## src/hdl/drbd_pkg.sv

```systemverilog
// Shared types, codes and constants for the detection row box decoder.
`default_nettype none
package drbd_pkg;

    localparam int DEF_MAX_COLUMNS = 128;
    localparam int DEF_MAX_ROWS    = 16384;
    localparam int CFG_IDX_W       = 3;
    localparam int CFG_DATA_W      = 24;

    localparam logic [CFG_IDX_W-1:0] REG_COLUMN_COUNT    = 3'd0;
    localparam logic [CFG_IDX_W-1:0] REG_FRAME_WIDTH     = 3'd1;
    localparam logic [CFG_IDX_W-1:0] REG_FRAME_HEIGHT    = 3'd2;
    localparam logic [CFG_IDX_W-1:0] REG_PAD_LEFT        = 3'd3;
    localparam logic [CFG_IDX_W-1:0] REG_PAD_TOP         = 3'd4;
    localparam logic [CFG_IDX_W-1:0] REG_INVERSE_RATIO   = 3'd5;
    localparam logic [CFG_IDX_W-1:0] REG_SCORE_THRESHOLD = 3'd6;

    localparam logic [2:0] OP_NONE  = 3'd0;
    localparam logic [2:0] OP_SCALE = 3'd1;
    localparam logic [2:0] OP_PAD   = 3'd2;
    localparam logic [2:0] OP_MULLO = 3'd3;
    localparam logic [2:0] OP_MULHI = 3'd4;
    localparam logic [2:0] OP_ROUND = 3'd5;
    localparam logic [2:0] OP_EDGE  = 3'd6;
    localparam logic [2:0] OP_FINAL = 3'd7;

    typedef struct packed {
        logic signed [31:0] tensor_value;
        logic               last_row_of_frame;
    } in_item_t;

    typedef struct packed {
        logic [29:0] box_left;
        logic [29:0] box_top;
        logic [29:0] box_w;
        logic [29:0] box_h;
        logic [30:0] score;
        logic [13:0] row_number;
        logic        frame_done;
    } out_item_t;

    typedef struct packed {
        logic       take;
        logic [2:0] op;
        logic [1:0] coord;
    } dp_cmd_t;

    typedef struct packed {
        logic row_end;
        logic keep;
    } dp_status_t;

endpackage
`default_nettype wire

```

## src/hdl/detection_row_box_decoder.sv

```systemverilog
// Top level of the detection row box decoder.
//
//  channel  dir  handshake           payload
//  in       in   in_valid/in_stall   in_item_t  (tensor value, last row flag)
//  out      out  out_valid/out_stall out_item_t (clipped box, score, row)
//  cfg      in   cfg_write           cfg_index, cfg_data
//
// Tensor values are taken one per cycle while no row end is in progress.
// A kept row end runs 4 coordinates x 5 steps through the scale/ratio
// arithmetic, plus decide, edge and final steps.
// A dropped row end adds only the decide step.
// Reset is asynchronous; all control and config return to defaults.
// A pending result waits in the output register; the final value of the next
// row stalls until that request is taken.
`default_nettype none
module detection_row_box_decoder
    import drbd_pkg::*;
#(
    parameter int MAX_COLUMNS = DEF_MAX_COLUMNS,
    parameter int MAX_ROWS    = DEF_MAX_ROWS
)
(
    input  wire logic                  clk,
    input  wire logic                  rst_n,
    input  wire logic                  in_valid,
    output logic                       in_stall,
    input  wire in_item_t              in_data,
    output logic                       out_valid,
    input  wire logic                  out_stall,
    output out_item_t                  out_data,
    input  wire logic                  cfg_write,
    input  wire logic [CFG_IDX_W-1:0]  cfg_index,
    input  wire logic [CFG_DATA_W-1:0] cfg_data
);

    dp_cmd_t    cmd;
    dp_status_t status;

    drbd_ctrl u_ctrl (
        .clk    (clk),
        .rst_n  (rst_n),
        .status (status),
        .cmd    (cmd)
    );

    drbd_datapath #(
        .MAX_COLUMNS (MAX_COLUMNS),
        .MAX_ROWS    (MAX_ROWS)
    ) u_dp (
        .clk       (clk),
        .rst_n     (rst_n),
        .cmd       (cmd),
        .status    (status),
        .in_valid  (in_valid),
        .in_stall  (in_stall),
        .in_data   (in_data),
        .out_valid (out_valid),
        .out_stall (out_stall),
        .out_data  (out_data),
        .cfg_write (cfg_write),
        .cfg_index (cfg_index),
        .cfg_data  (cfg_data)
    );

endmodule
`default_nettype wire

```

## src/hdl/drbd_ctrl.sv

```systemverilog
// Controller: sequences the box arithmetic after a kept row ends.
`default_nettype none
module drbd_ctrl
    import drbd_pkg::*;
(
    input  wire logic       clk,
    input  wire logic       rst_n,
    input  wire dp_status_t status,
    output dp_cmd_t         cmd
);

    localparam logic [3:0] S_IDLE   = 4'd0;
    localparam logic [3:0] S_DECIDE = 4'd1;
    localparam logic [3:0] S_SCALE  = 4'd2;
    localparam logic [3:0] S_PAD    = 4'd3;
    localparam logic [3:0] S_MULLO  = 4'd4;
    localparam logic [3:0] S_MULHI  = 4'd5;
    localparam logic [3:0] S_ROUND  = 4'd6;
    localparam logic [3:0] S_EDGE   = 4'd7;
    localparam logic [3:0] S_FINAL  = 4'd8;

    logic [3:0] state_reg, state_next;
    logic [1:0] coord_reg, coord_next;

    always_comb
    begin
        state_next = state_reg;
        coord_next = coord_reg;
        cmd.take   = 1'b0;
        cmd.op     = OP_NONE;
        cmd.coord  = coord_reg;
        unique case (state_reg)
            S_IDLE:
            begin
                cmd.take = 1'b1;
                if (status.row_end)
                    state_next = S_DECIDE;
            end
            S_DECIDE:
            begin
                coord_next = 2'd0;
                state_next = status.keep ? S_SCALE : S_IDLE;
            end
            S_SCALE:
            begin
                cmd.op     = OP_SCALE;
                state_next = S_PAD;
            end
            S_PAD:
            begin
                cmd.op     = OP_PAD;
                state_next = S_MULLO;
            end
            S_MULLO:
            begin
                cmd.op     = OP_MULLO;
                state_next = S_MULHI;
            end
            S_MULHI:
            begin
                cmd.op     = OP_MULHI;
                state_next = S_ROUND;
            end
            S_ROUND:
            begin
                cmd.op = OP_ROUND;
                if (coord_reg == 2'd3)
                    state_next = S_EDGE;
                else
                begin
                    coord_next = coord_reg + 2'd1;
                    state_next = S_SCALE;
                end
            end
            S_EDGE:
            begin
                cmd.op     = OP_EDGE;
                state_next = S_FINAL;
            end
            S_FINAL:
            begin
                cmd.op     = OP_FINAL;
                state_next = S_IDLE;
            end
            default:
                state_next = S_IDLE;
        endcase
    end

    always_ff @(posedge clk or negedge rst_n)
    begin
        if (!rst_n)
        begin
            state_reg <= S_IDLE;
            coord_reg <= 2'd0;
        end
        else
        begin
            state_reg <= state_next;
            coord_reg <= coord_next;
        end
    end

endmodule
`default_nettype wire

```

## src/hdl/drbd_datapath.sv

```systemverilog
// Datapath: row capture, config registers, box arithmetic and output register.
`default_nettype none
module drbd_datapath
    import drbd_pkg::*;
#(
    parameter int MAX_COLUMNS = DEF_MAX_COLUMNS,
    parameter int MAX_ROWS    = DEF_MAX_ROWS
)
(
    input  wire logic                  clk,
    input  wire logic                  rst_n,
    input  wire dp_cmd_t               cmd,
    output dp_status_t                 status,
    input  wire logic                  in_valid,
    output logic                       in_stall,
    input  wire in_item_t              in_data,
    output logic                       out_valid,
    input  wire logic                  out_stall,
    output out_item_t                  out_data,
    input  wire logic                  cfg_write,
    input  wire logic [CFG_IDX_W-1:0]  cfg_index,
    input  wire logic [CFG_DATA_W-1:0] cfg_data
);

    localparam int POS_W = $clog2(MAX_COLUMNS);
    localparam int ROW_W = (MAX_ROWS > 1) ? $clog2(MAX_ROWS) : 1;
    localparam logic [8:0]       MAXC9 = 9'(MAX_COLUMNS);
    localparam logic [ROW_W:0]   MAXR  = (ROW_W + 1)'(MAX_ROWS);

    // configuration
    logic [7:0]  column_count_reg;
    logic [13:0] frame_width_reg, frame_height_reg;
    logic [12:0] pad_left_reg, pad_top_reg;
    logic [23:0] inverse_ratio_reg;
    logic [16:0] score_threshold_reg;

    always_ff @(posedge clk or negedge rst_n)
    begin
        if (!rst_n)
        begin
            column_count_reg    <= 8'd84;
            frame_width_reg     <= 14'd640;
            frame_height_reg    <= 14'd640;
            pad_left_reg        <= 13'd0;
            pad_top_reg         <= 13'd0;
            inverse_ratio_reg   <= 24'd65536;
            score_threshold_reg <= 17'd16384;
        end
        else if (cfg_write)
        begin
            unique case (cfg_index)
                REG_COLUMN_COUNT:    column_count_reg    <= cfg_data[7:0];
                REG_FRAME_WIDTH:     frame_width_reg     <= cfg_data[13:0];
                REG_FRAME_HEIGHT:    frame_height_reg    <= cfg_data[13:0];
                REG_PAD_LEFT:        pad_left_reg        <= cfg_data[12:0];
                REG_PAD_TOP:         pad_top_reg         <= cfg_data[12:0];
                REG_INVERSE_RATIO:   inverse_ratio_reg   <= cfg_data;
                REG_SCORE_THRESHOLD: score_threshold_reg <= cfg_data[16:0];
                default: ;
            endcase
        end
    end

    // row capture
    logic [POS_W-1:0]   pos_reg;
    logic [ROW_W-1:0]   row_reg;
    logic signed [31:0] raw_reg [4];
    logic signed [31:0] best_reg;
    logic [POS_W-1:0]   cls_reg;
    logic signed [31:0] class_reg;
    logic               corner_end_reg, frame_done_reg;
    logic [ROW_W-1:0]   row_end_num_reg;

    logic [8:0]         cnt;
    logic               corner_c, at_end, accept;
    logic signed [31:0] best_base;
    logic [POS_W-1:0]   cls_base;
    logic signed [31:0] v;
    logic [ROW_W:0]     row_inc;

    always_comb
    begin
        cnt = {1'b0, column_count_reg};
        if (cnt < 9'd5)
            cnt = 9'd5;
        if (cnt > MAXC9)
            cnt = MAXC9;
        corner_c = (cnt == 9'd6);
        at_end   = 9'(pos_reg) >= (cnt - 9'd1);
    end

    assign in_stall = !cmd.take || (out_valid && at_end);
    assign accept   = in_valid && !in_stall;
    assign v        = in_data.tensor_value;
    assign best_base = (pos_reg == '0) ? 32'sd0 : best_reg;
    assign cls_base  = (pos_reg == '0) ? '0 : cls_reg;
    assign row_inc   = {1'b0, row_reg} + 1'b1;

    always_ff @(posedge clk or negedge rst_n)
    begin
        if (!rst_n)
        begin
            pos_reg        <= '0;
            row_reg        <= '0;
            best_reg       <= '0;
            cls_reg        <= '0;
            class_reg      <= '0;
            corner_end_reg <= 1'b0;
        end
        else if (accept)
        begin
            best_reg <= best_base;
            cls_reg  <= cls_base;
            if (pos_reg < POS_W'(4))
                ;
            else if (corner_c)
            begin
                if (pos_reg == POS_W'(4))
                    best_reg <= v;
                else
                    class_reg <= v;
            end
            else if (v > best_base)
            begin
                best_reg <= v;
                cls_reg  <= pos_reg - POS_W'(4);
            end
            if (at_end)
            begin
                pos_reg        <= '0;
                corner_end_reg <= corner_c;
                if (in_data.last_row_of_frame || row_inc >= MAXR)
                    row_reg <= '0;
                else
                    row_reg <= row_inc[ROW_W-1:0];
            end
            else
                pos_reg <= pos_reg + 1'b1;
        end
    end

    always_ff @(posedge clk)
    begin
        if (accept && pos_reg < POS_W'(4))
            raw_reg[pos_reg[1:0]] <= v;
        if (accept && at_end)
        begin
            frame_done_reg  <= in_data.last_row_of_frame;
            row_end_num_reg <= row_reg;
        end
    end

    assign status.row_end = accept && at_end;
    assign status.keep = (corner_end_reg ? (class_reg > -32'sd32768 && class_reg < 32'sd32768)
                                         : (cls_reg == '0))
                         && (best_reg >= $signed({15'd0, score_threshold_reg}));

    // box arithmetic, one coordinate at a time
    logic signed [33:0] prod_reg;
    logic [40:0]        lo_reg;
    logic signed [63:0] acc_reg;
    logic signed [63:0] val_reg [4];
    logic [29:0]        el_reg, et_reg, er_reg, eb_reg;

    logic               small_c, use_pad;
    logic [13:0]        sfac;
    logic signed [46:0] sprod;
    logic [12:0]        padv;
    logic signed [41:0] hprod;
    logic signed [63:0] l_c, t_c, r_c, b_c;
    logic [30:0]        w_c, h_c;

    function automatic logic [29:0] clip(input logic signed [63:0] x, input logic [13:0] f);
        logic signed [63:0] hi;
        hi = $signed({34'd0, f, 16'd0});
        if (x < 0)
            return 30'd0;
        else if (x > hi)
            return hi[29:0];
        else
            return x[29:0];
    endfunction

    always_comb
    begin
        small_c = 1'b1;
        for (int i = 0; i < 4; i++)
            if (raw_reg[i] > 32'sd131072 || raw_reg[i] < -32'sd131072)
                small_c = 1'b0;
        use_pad = corner_end_reg || !cmd.coord[1];
        sfac    = small_c ? (cmd.coord[0] ? frame_height_reg : frame_width_reg) : 14'd1;
        sprod   = raw_reg[cmd.coord] * $signed({1'b0, sfac});
        padv    = cmd.coord[0] ? pad_top_reg : pad_left_reg;
        hprod   = $signed(prod_reg[33:17]) * $signed({1'b0, inverse_ratio_reg});
        if (corner_end_reg)
        begin
            l_c = val_reg[0];
            t_c = val_reg[1];
            r_c = val_reg[2];
            b_c = val_reg[3];
        end
        else
        begin
            l_c = val_reg[0] - val_reg[2];
            r_c = val_reg[0] + val_reg[2];
            t_c = val_reg[1] - val_reg[3];
            b_c = val_reg[1] + val_reg[3];
        end
        w_c = {1'b0, er_reg} - {1'b0, el_reg};
        h_c = {1'b0, eb_reg} - {1'b0, et_reg};
    end

    always_ff @(posedge clk)
    begin
        unique case (cmd.op)
            OP_SCALE: prod_reg <= sprod[33:0];
            OP_PAD:
                if (use_pad)
                    prod_reg <= prod_reg - $signed({5'd0, padv, 16'd0});
            OP_MULLO: lo_reg <= 41'(prod_reg[16:0] * inverse_ratio_reg);
            OP_MULHI: acc_reg <= ($signed({{22{hprod[41]}}, hprod}) <<< 17)
                                 + $signed({23'd0, lo_reg});
            OP_ROUND:
                if (use_pad)
                    val_reg[cmd.coord] <= (acc_reg + 64'sd32768) >>> 16;
                else
                    val_reg[cmd.coord] <= (acc_reg + 64'sd65536) >>> 17;
            OP_EDGE:
            begin
                el_reg <= clip(l_c, frame_width_reg);
                er_reg <= clip(r_c, frame_width_reg);
                et_reg <= clip(t_c, frame_height_reg);
                eb_reg <= clip(b_c, frame_height_reg);
            end
            OP_NONE, OP_FINAL: ;
            default: ;
        endcase
    end

    // output register
    logic box_ok;
    assign box_ok = (cmd.op == OP_FINAL) && (er_reg > el_reg) && (eb_reg > et_reg);

    always_ff @(posedge clk or negedge rst_n)
    begin
        if (!rst_n)
            out_valid <= 1'b0;
        else if (box_ok)
            out_valid <= 1'b1;
        else if (!out_stall)
            out_valid <= 1'b0;
    end

    always_ff @(posedge clk)
    begin
        if (box_ok)
        begin
            out_data.box_left   <= el_reg;
            out_data.box_top    <= et_reg;
            out_data.box_w      <= w_c[29:0];
            out_data.box_h      <= h_c[29:0];
            out_data.score      <= best_reg[30:0];
            out_data.row_number <= 14'(row_end_num_reg);
            out_data.frame_done <= frame_done_reg;
        end
    end

    // a new box only lands in an empty output register
    a_out_free: assert property (@(posedge clk) disable iff (!rst_n)
        box_ok |-> !out_valid)
        else $error("box loaded over pending request");
    // the column position restarts after a row end
    a_pos_wrap: assert property (@(posedge clk) disable iff (!rst_n)
        (accept && at_end) |=> (pos_reg == '0))
        else $error("column position not cleared at row end");
    // no input taken while the arithmetic runs
    a_busy_stall: assert property (@(posedge clk) disable iff (!rst_n)
        (cmd.op != OP_NONE) |-> !accept)
        else $error("input accepted during box math");

endmodule
`default_nettype wire

```

## config.mk

```make
export PLATFORM = sky130hd
export DESIGN_NAME = detection_row_box_decoder
export DESIGN_NICKNAME = d
export VERILOG_FILES = /design/src/hdl/drbd_pkg.sv /design/src/hdl/detection_row_box_decoder.sv /design/src/hdl/drbd_ctrl.sv /design/src/hdl/drbd_datapath.sv
export SDC_FILE = /design/constraint.sdc
export NUM_CORES = 2
export LEC_CHECK = 0
export BUFFER_PORTS_ARGS = -buffer_cell sky130_fd_sc_hd__buf_2
export CORE_MARGIN = 2
export CORE_UTILIZATION = 55
export DETAILED_ROUTE_END_ITERATION = 10
export GPL_TIMING_DRIVEN = 0
export PLACE_DENSITY = 0.72
export SKIP_LAST_GASP = 1
export SYNTH_ARGS = -nofsm -noshare
export SYNTH_HDL_FRONTEND = slang
export SYNTH_HIERARCHICAL = 1
export SYNTH_SLANG_ARGS = --single-unit
```

## constraint.sdc

```tcl
create_clock -name clk -period 35 [get_ports clk]
set_input_delay 1.75 -clock clk [delete_from_list [all_inputs] [get_ports clk]]
set_output_delay 1.75 -clock clk [all_outputs]
set_load 0.05 [all_outputs]
```

# Word level (Yosys, flattened, before mapping)
# Memory sizes are Yosys's and may differ from the RTL's.
# Cells that the tools add are included.
# W data, S select, Z words.
# op_classes
add_sub_neg,15
mul,3
n_lt_le_gt_ge,27
eq_ne,28
muxes,50
bitwise,3
reduce_logical,39
# op_table
operator,n
$mux W64,5
$gt A64 B31 Y1,4
$lt A64 B1 Y1 const B,4
$mux W32,5
$add A64 B64 Y64,2
$gt A32 B19 Y1 const B,4
$lt A32 B18 Y1 const B,4
$sub A64 B64 Y64,2
$mux W30,4
$pmux W34 S2,1
$add A64 B17 Y64 const B,1
$add A64 B18 Y64 const B,1
$add A59 B42 Y60,1
$gt A30 B30 Y1,2
$sub A30 B30 Y30,2
$mul A17 B25 Y42,1
$mux W14,3
$mul A17 B24 Y41,1
$mux W7,5
$mul A32 B15 Y34,1
$mux W34,1
$sub A34 B30 Y34,1
$ge A32 B18 Y1,1
$gt A32 B16 Y1 const B,1
other kinds (45),108
# totals
reg_bits,643
ramBits,384
inputBits,65
out_inout_bits,168
wordCells,203
n_memories,2
# mem_list
name,depth,word_bits,rd,rd_ports_with_merged_regs,write_ports,line,rtl
u_dp.val_reg,4,64,4,0,1,drbd_datapath.sv:162,logic signed [63:0] val_reg [4];
u_dp.raw_reg,4,32,5,0,1,drbd_datapath.sv:67,logic signed [31:0] raw_reg [4];

# Depth between registers and ports, before layout
# depth
ltp_word,13
mapped_depth,38
ltp_nobuf,36

# By module
# The synthesis kept the hierarchy.
# modules_own_cells
mod,instances,cells_per_inst,area_per_inst_um2,seq_area_each_um2
drbd_datapath,1,9775,93020.5,26741.9
drbd_ctrl,1,41,380.4,150.1

# Least setup slack after synthesis
# OpenSTA, ideal clock, no wires.
# synth_timing
kind,flip-flop to flip-flop
startpoint,register u_dp.et_reg[0]
endpoint,"register, netlist name u_dp/out_data[0]"
setup_time_ps,939
arrival_time_ps,14940
required_ps,34061
setup_slack_ps,19121
path_stages_with_launch,16
n_path_buf,0
synth_period_minus_slack_ps,15879
path_cell_list,edfxtp_1 > ha_1 > fa_1 > nor2b_1 > o21ai_0 > a21boi_0 > o21ai_0 > a21boi_0 > o21ai_0 > a21oi_1 > a211oi_1 > o21ai_0 > a21o_1 > a21o_1 > a41oi_1 > a211oi_1
# synth_between
elab_chain_cells,2
# synth_rtl
element,line,rtl
"start, declared",drbd_datapath.sv:163,"logic [29:0] el_reg, et_reg, er_reg, eb_reg;"
"start signal, assigned",drbd_datapath.sv:232,"et_reg <= clip(t_c, frame_height_reg);"
$gt A30 B30 Y1,drbd_datapath.sv:242,assign box_ok = (cmd.op == OP_FINAL) && (er_reg > el_reg) && (eb_reg > et_reg);
$logic_and A1 B1 Y1,drbd_datapath.sv:242,
named net u_dp.box_ok,drbd_datapath.sv:241,logic box_ok;
# The timed path passes the listed nets, and every way through them passes these cells.
# A chain may end at the register's enable or synchronous reset.

# Worst setup path after layout
# layout_timing
startpoint,register u_ctrl.coord_reg[0]
endpoint,register u_dp.prod_reg[33] (data pin)
# layout_between
elab_chain_cells,4
word_cells_on_any_way,8
classes_between,add/sub (1); mul (1); mux (5); memory (1)
# layout_rtl
element,line,rtl
"start, declared",drbd_ctrl.sv:23,"logic [1:0] coord_reg, coord_next;"
"start signal, assigned",drbd_ctrl.sv:100,coord_reg <= coord_next;
branches (longest 3 deep; another with $mul A32 B15 Y34),-,
$pmux W34 S2 (*),drbd_datapath.sv:215,unique case (cmd.op)
"end signal, assigned",drbd_datapath.sv:216,OP_SCALE: prod_reg <= sprod[33:0];
"end signal, assigned",drbd_datapath.sv:219,"prod_reg <= prod_reg - $signed({5'd0, padv, 16'd0});"
"end, declared",drbd_datapath.sv:159,logic signed [33:0] prod_reg;
# Every way passes the cells marked *. The select of a mux whose other input is x is not followed.

==> metrics.md <==
| Metric | Value |
|---|---|
| Crit path required time | `35.47 ns` |
| H-tree depth | `3` |
| Flops & latches, synth | `929` |
| Fillers | `about 15000` |
| Seq/Total Area, Yosys | `0.288` |
| Worst Path Arrival | `13.13 ns` |
| HP Class | `reg2reg` |
| Layout cells sized above 1 | `0.0653` |
| Cell taking the most area after synthesis | `edfxtp_1` |
| CTS Hold Bufs | `0` |
| GPL Wtd Cong | `1.03` |
| Worst slew pin tran | `1.51 ns` |
| Routed length per instance | `25.5 um` |
| Remaining antenna violation count | `0` |
| # Post-CTS Setup Buffers | `0` |
| CP max stage cell | `buf_1` |
| Synth unique cells | `103` |
| Worst Path Max Fanout | `10` |
| Ranking of synthesized cells by area | `edfxtp_1, fa_1, ha_1, inv_1, dfrtp_1` |
| RSZ-0062 raised after global routing | `false` |
| Delay of the slowest critical-path stage | `1.04 ns` |
| Placement Setup Slack | `22.45 ns` |
| Fin crit share | `0.362` |
| Largest net degree at the start of global routing | `about 120` |
| Die width | `416 um` |
| TritonCTS Buffers | `101` |
| Core area | `0.169 sq mm` |
| Worst-case reg-to-reg path depth | `32` |
| 1st-pass router iterations | `8` |
| # port buffers | `230` |
| Most common cell on crit path | `fa_1` |
| Reg-to-Reg Start | `u_ctrl/coord_reg[0]` |
| Slew HR | `-0.0149` |
| EDFF count, synth | `726` |
| Status | `complete, but fails checks` |
| Vias | `75434` |
| Worst setup SP type | `flop` |
| Clock Tree Buf Depth | `3` |
| Reg2reg setup slack | `22.34 ns` |
| Max reg flops | `192` |
| Starting Density | `0.552` |
| GRT Total Usage | `0.368` |
| Worst-skew pair later-pin latency | `0.77 ns` |
| CTS tree | `yes` |
| Skew final | `between 0.08 and 0.09 ns` |
| Vias per Instance | `6.03` |
| Post-route insts no fill | `12511` |
| Ys async rst share | `0.219` |
| Fin worst setup slack | `between 20 and 25 ns` |
| WS Path Type | `reg2reg` |
| CTS clk-pin slew, worst paths | `0.06 ns` |
| Post-layout util | `0.600` |
| Final Hold Fails | `0` |
| Final min period | `about 13 ns` |
| Area delta synth->final | `8.66%` |
| Top_reg_cell synth | `edfxtp_1` |
| Yosys top cell area share | `0.233` |
| Die H | `about 420 um` |
| Max Transition Viols Final | `4` |
| Iter 0 DRT Violations | `7087` |
| FF+latch area | `0.0269 sq mm` |
| Post-CTS Resized | `0` |
| IO Pins | `233` |
| Total gr overflow | `0` |
| YS warnings | `6` |
| Failing checks | `max-capacitance violations, max-slew violations` |
| Placed cells | `~12000` |
| Reg-to-reg endpoint | `u_dp/prod_reg[33]` |
| Setup crit start | `u_ctrl/coord_reg[0]` |
| Mapped Nets | `11591` |
| Average size of a mapped cell | `9.52 sq um` |
| Critical path endpoint category | `flop` |
| Final Setup Violations | `0` |
| Max-cap check violation count | `3` |
| DRC | `0` |
| Die Area | `0.173 sq mm` |
| Antenna violations before repair | `14` |
| Detail Placement HPWL | `262 mm` |
| Final WL | `319 mm` |
| Net count, final | `11975` |
| Mapped Cells | `9816` |
| Row count | `151` |
| Fmax | `roughly 79 MHz` |
| Multi-input gate area | `0.0595 sq mm` |
| Final setup TNS | `0 ns` |
| Root Buffer | `clkbuf_16` |
| Mapped Area | `0.0934 sq mm` |
| Worst setup endpoint | `u_dp/prod_reg[33]` |
| CTS sink cnt | `929` |
| Vias in the first global route | `76771` |
| First-pass GRT wire length | `477 mm` |
[critical path: cells and delay by family (launching register included)]
family	cells	cell delay (ns)
adders and majority gates	7	3.50
xor gates and xnor gates	1	0.24
and+or+nand+nor	2	0.34
buffers and inverters	11	4.85
AOI/OAI and AO/OA	10	2.86
muxes	1	0.10
DFF	1	0.41
[worst min path at each step]
stage / to / slack [ns] / start / cells past startpoint
2_1_floorplan: u_dp/acc_reg[15] / 0.40 / u_dp/lo_reg[15] / 0
3_3_place_gp: u_dp/acc_reg[16] / 0.40 / u_dp/lo_reg[16] / 0
3_5_place_dp: u_dp/acc_reg[15] / 0.41 / u_dp/lo_reg[15] / 0
4_1_cts: u_dp/out_data[2] / 0.42 / u_dp/row_end_num_reg[1] / 0
5_1_grt: u_dp/out_data[0] / 0.43 / u_dp/frame_done_reg / 0
6_report: u_dp/acc_reg[15] / 0.42 / u_dp/lo_reg[15] / 0
[Yosys cell counts, types with 93 or more instances]
master,count
nand4_1,119
xor2_1,109
nand2b_1,105
a21oi_1,445
fa_1,960
and3_1,107
inv_1,1428
nor2b_1,106
nor3_1,104
edfxtp_1,726
nor2_1,526
ha_1,750
nand3_1,160
and2_1,341
nand2_1,1247
xnor2_1,307
nor4_1,121
mux2i_1,93
a21o_1,156
clkbuf_1,405
dfrtp_1,194
o21ai_0,454
[placed cells by master (no fill, tap or decap), types with 106 or more instances in the layout]
cell         n
fa_1       960
nand3_1    160
ha_1       750
buf_2      244
nand4_1    119
nor4_1     119
nand2_1   1247
o21ai_0    447
and3_1     106
xnor2_1    307
a21oi_1    445
xor2_1     109
a21o_1     156
dfrtp_1    194
nor2b_1    106
edfxtp_1   726
clkbuf_1   424
inv_1     1428
nor2_1     523
and2_1     337
[cell type report]
cell class / count / area share
diodes: 5 / 0.000123
well taps: 2218 / 0.0273
clock buffers: 134 / 0.0276
multi-input cells: 7008 / 0.586
flip-flops and latches: 929 / 0.265
clock inverters: 57 / 0.00664
inverters: 1433 / 0.0530
plain buffers: 446 / 0.0170
repair buffers: 281 / 0.0172
[per-stage QoR]
stage | hold slack, ns | cell area (sq um)
6_report | 0.418 | 101000
5_1_grt | 0.431 | 101000
4_1_cts | 0.419 | 101000
3_5_place_dp | 0.406 | 98000
3_3_place_gp | 0.402 | 97300
2_1_floorplan | 0.400 | 93400
[cells by family after synthesis]
family,after synthesis,share of synthesized area
adder cells (fa/ha/maj),1710,0.306
buffers and inverters,1879,0.0760
multiplexers,208,0.0267
XOR/XNOR,416,0.0390
flip-flops,929,0.288
AO/OA/AOI/OAI,1595,0.107
AND/OR/NAND/NOR,3079,0.157
[routing by layer]
layer / vias to the layer above / track usage / wire length [um]
met3: 874 / 0.0654 / 26000
met1: 37498 / 0.476 / 127000
met5: - / 0 / 91
li1: 33459 / - / -
met2: 3591 / 0.586 / 145000
met4: 12 / 0.209 / 21100
Power is not shown: default switching activity piles up to over one toggle a cycle in this logic, so the estimate is an artifact.
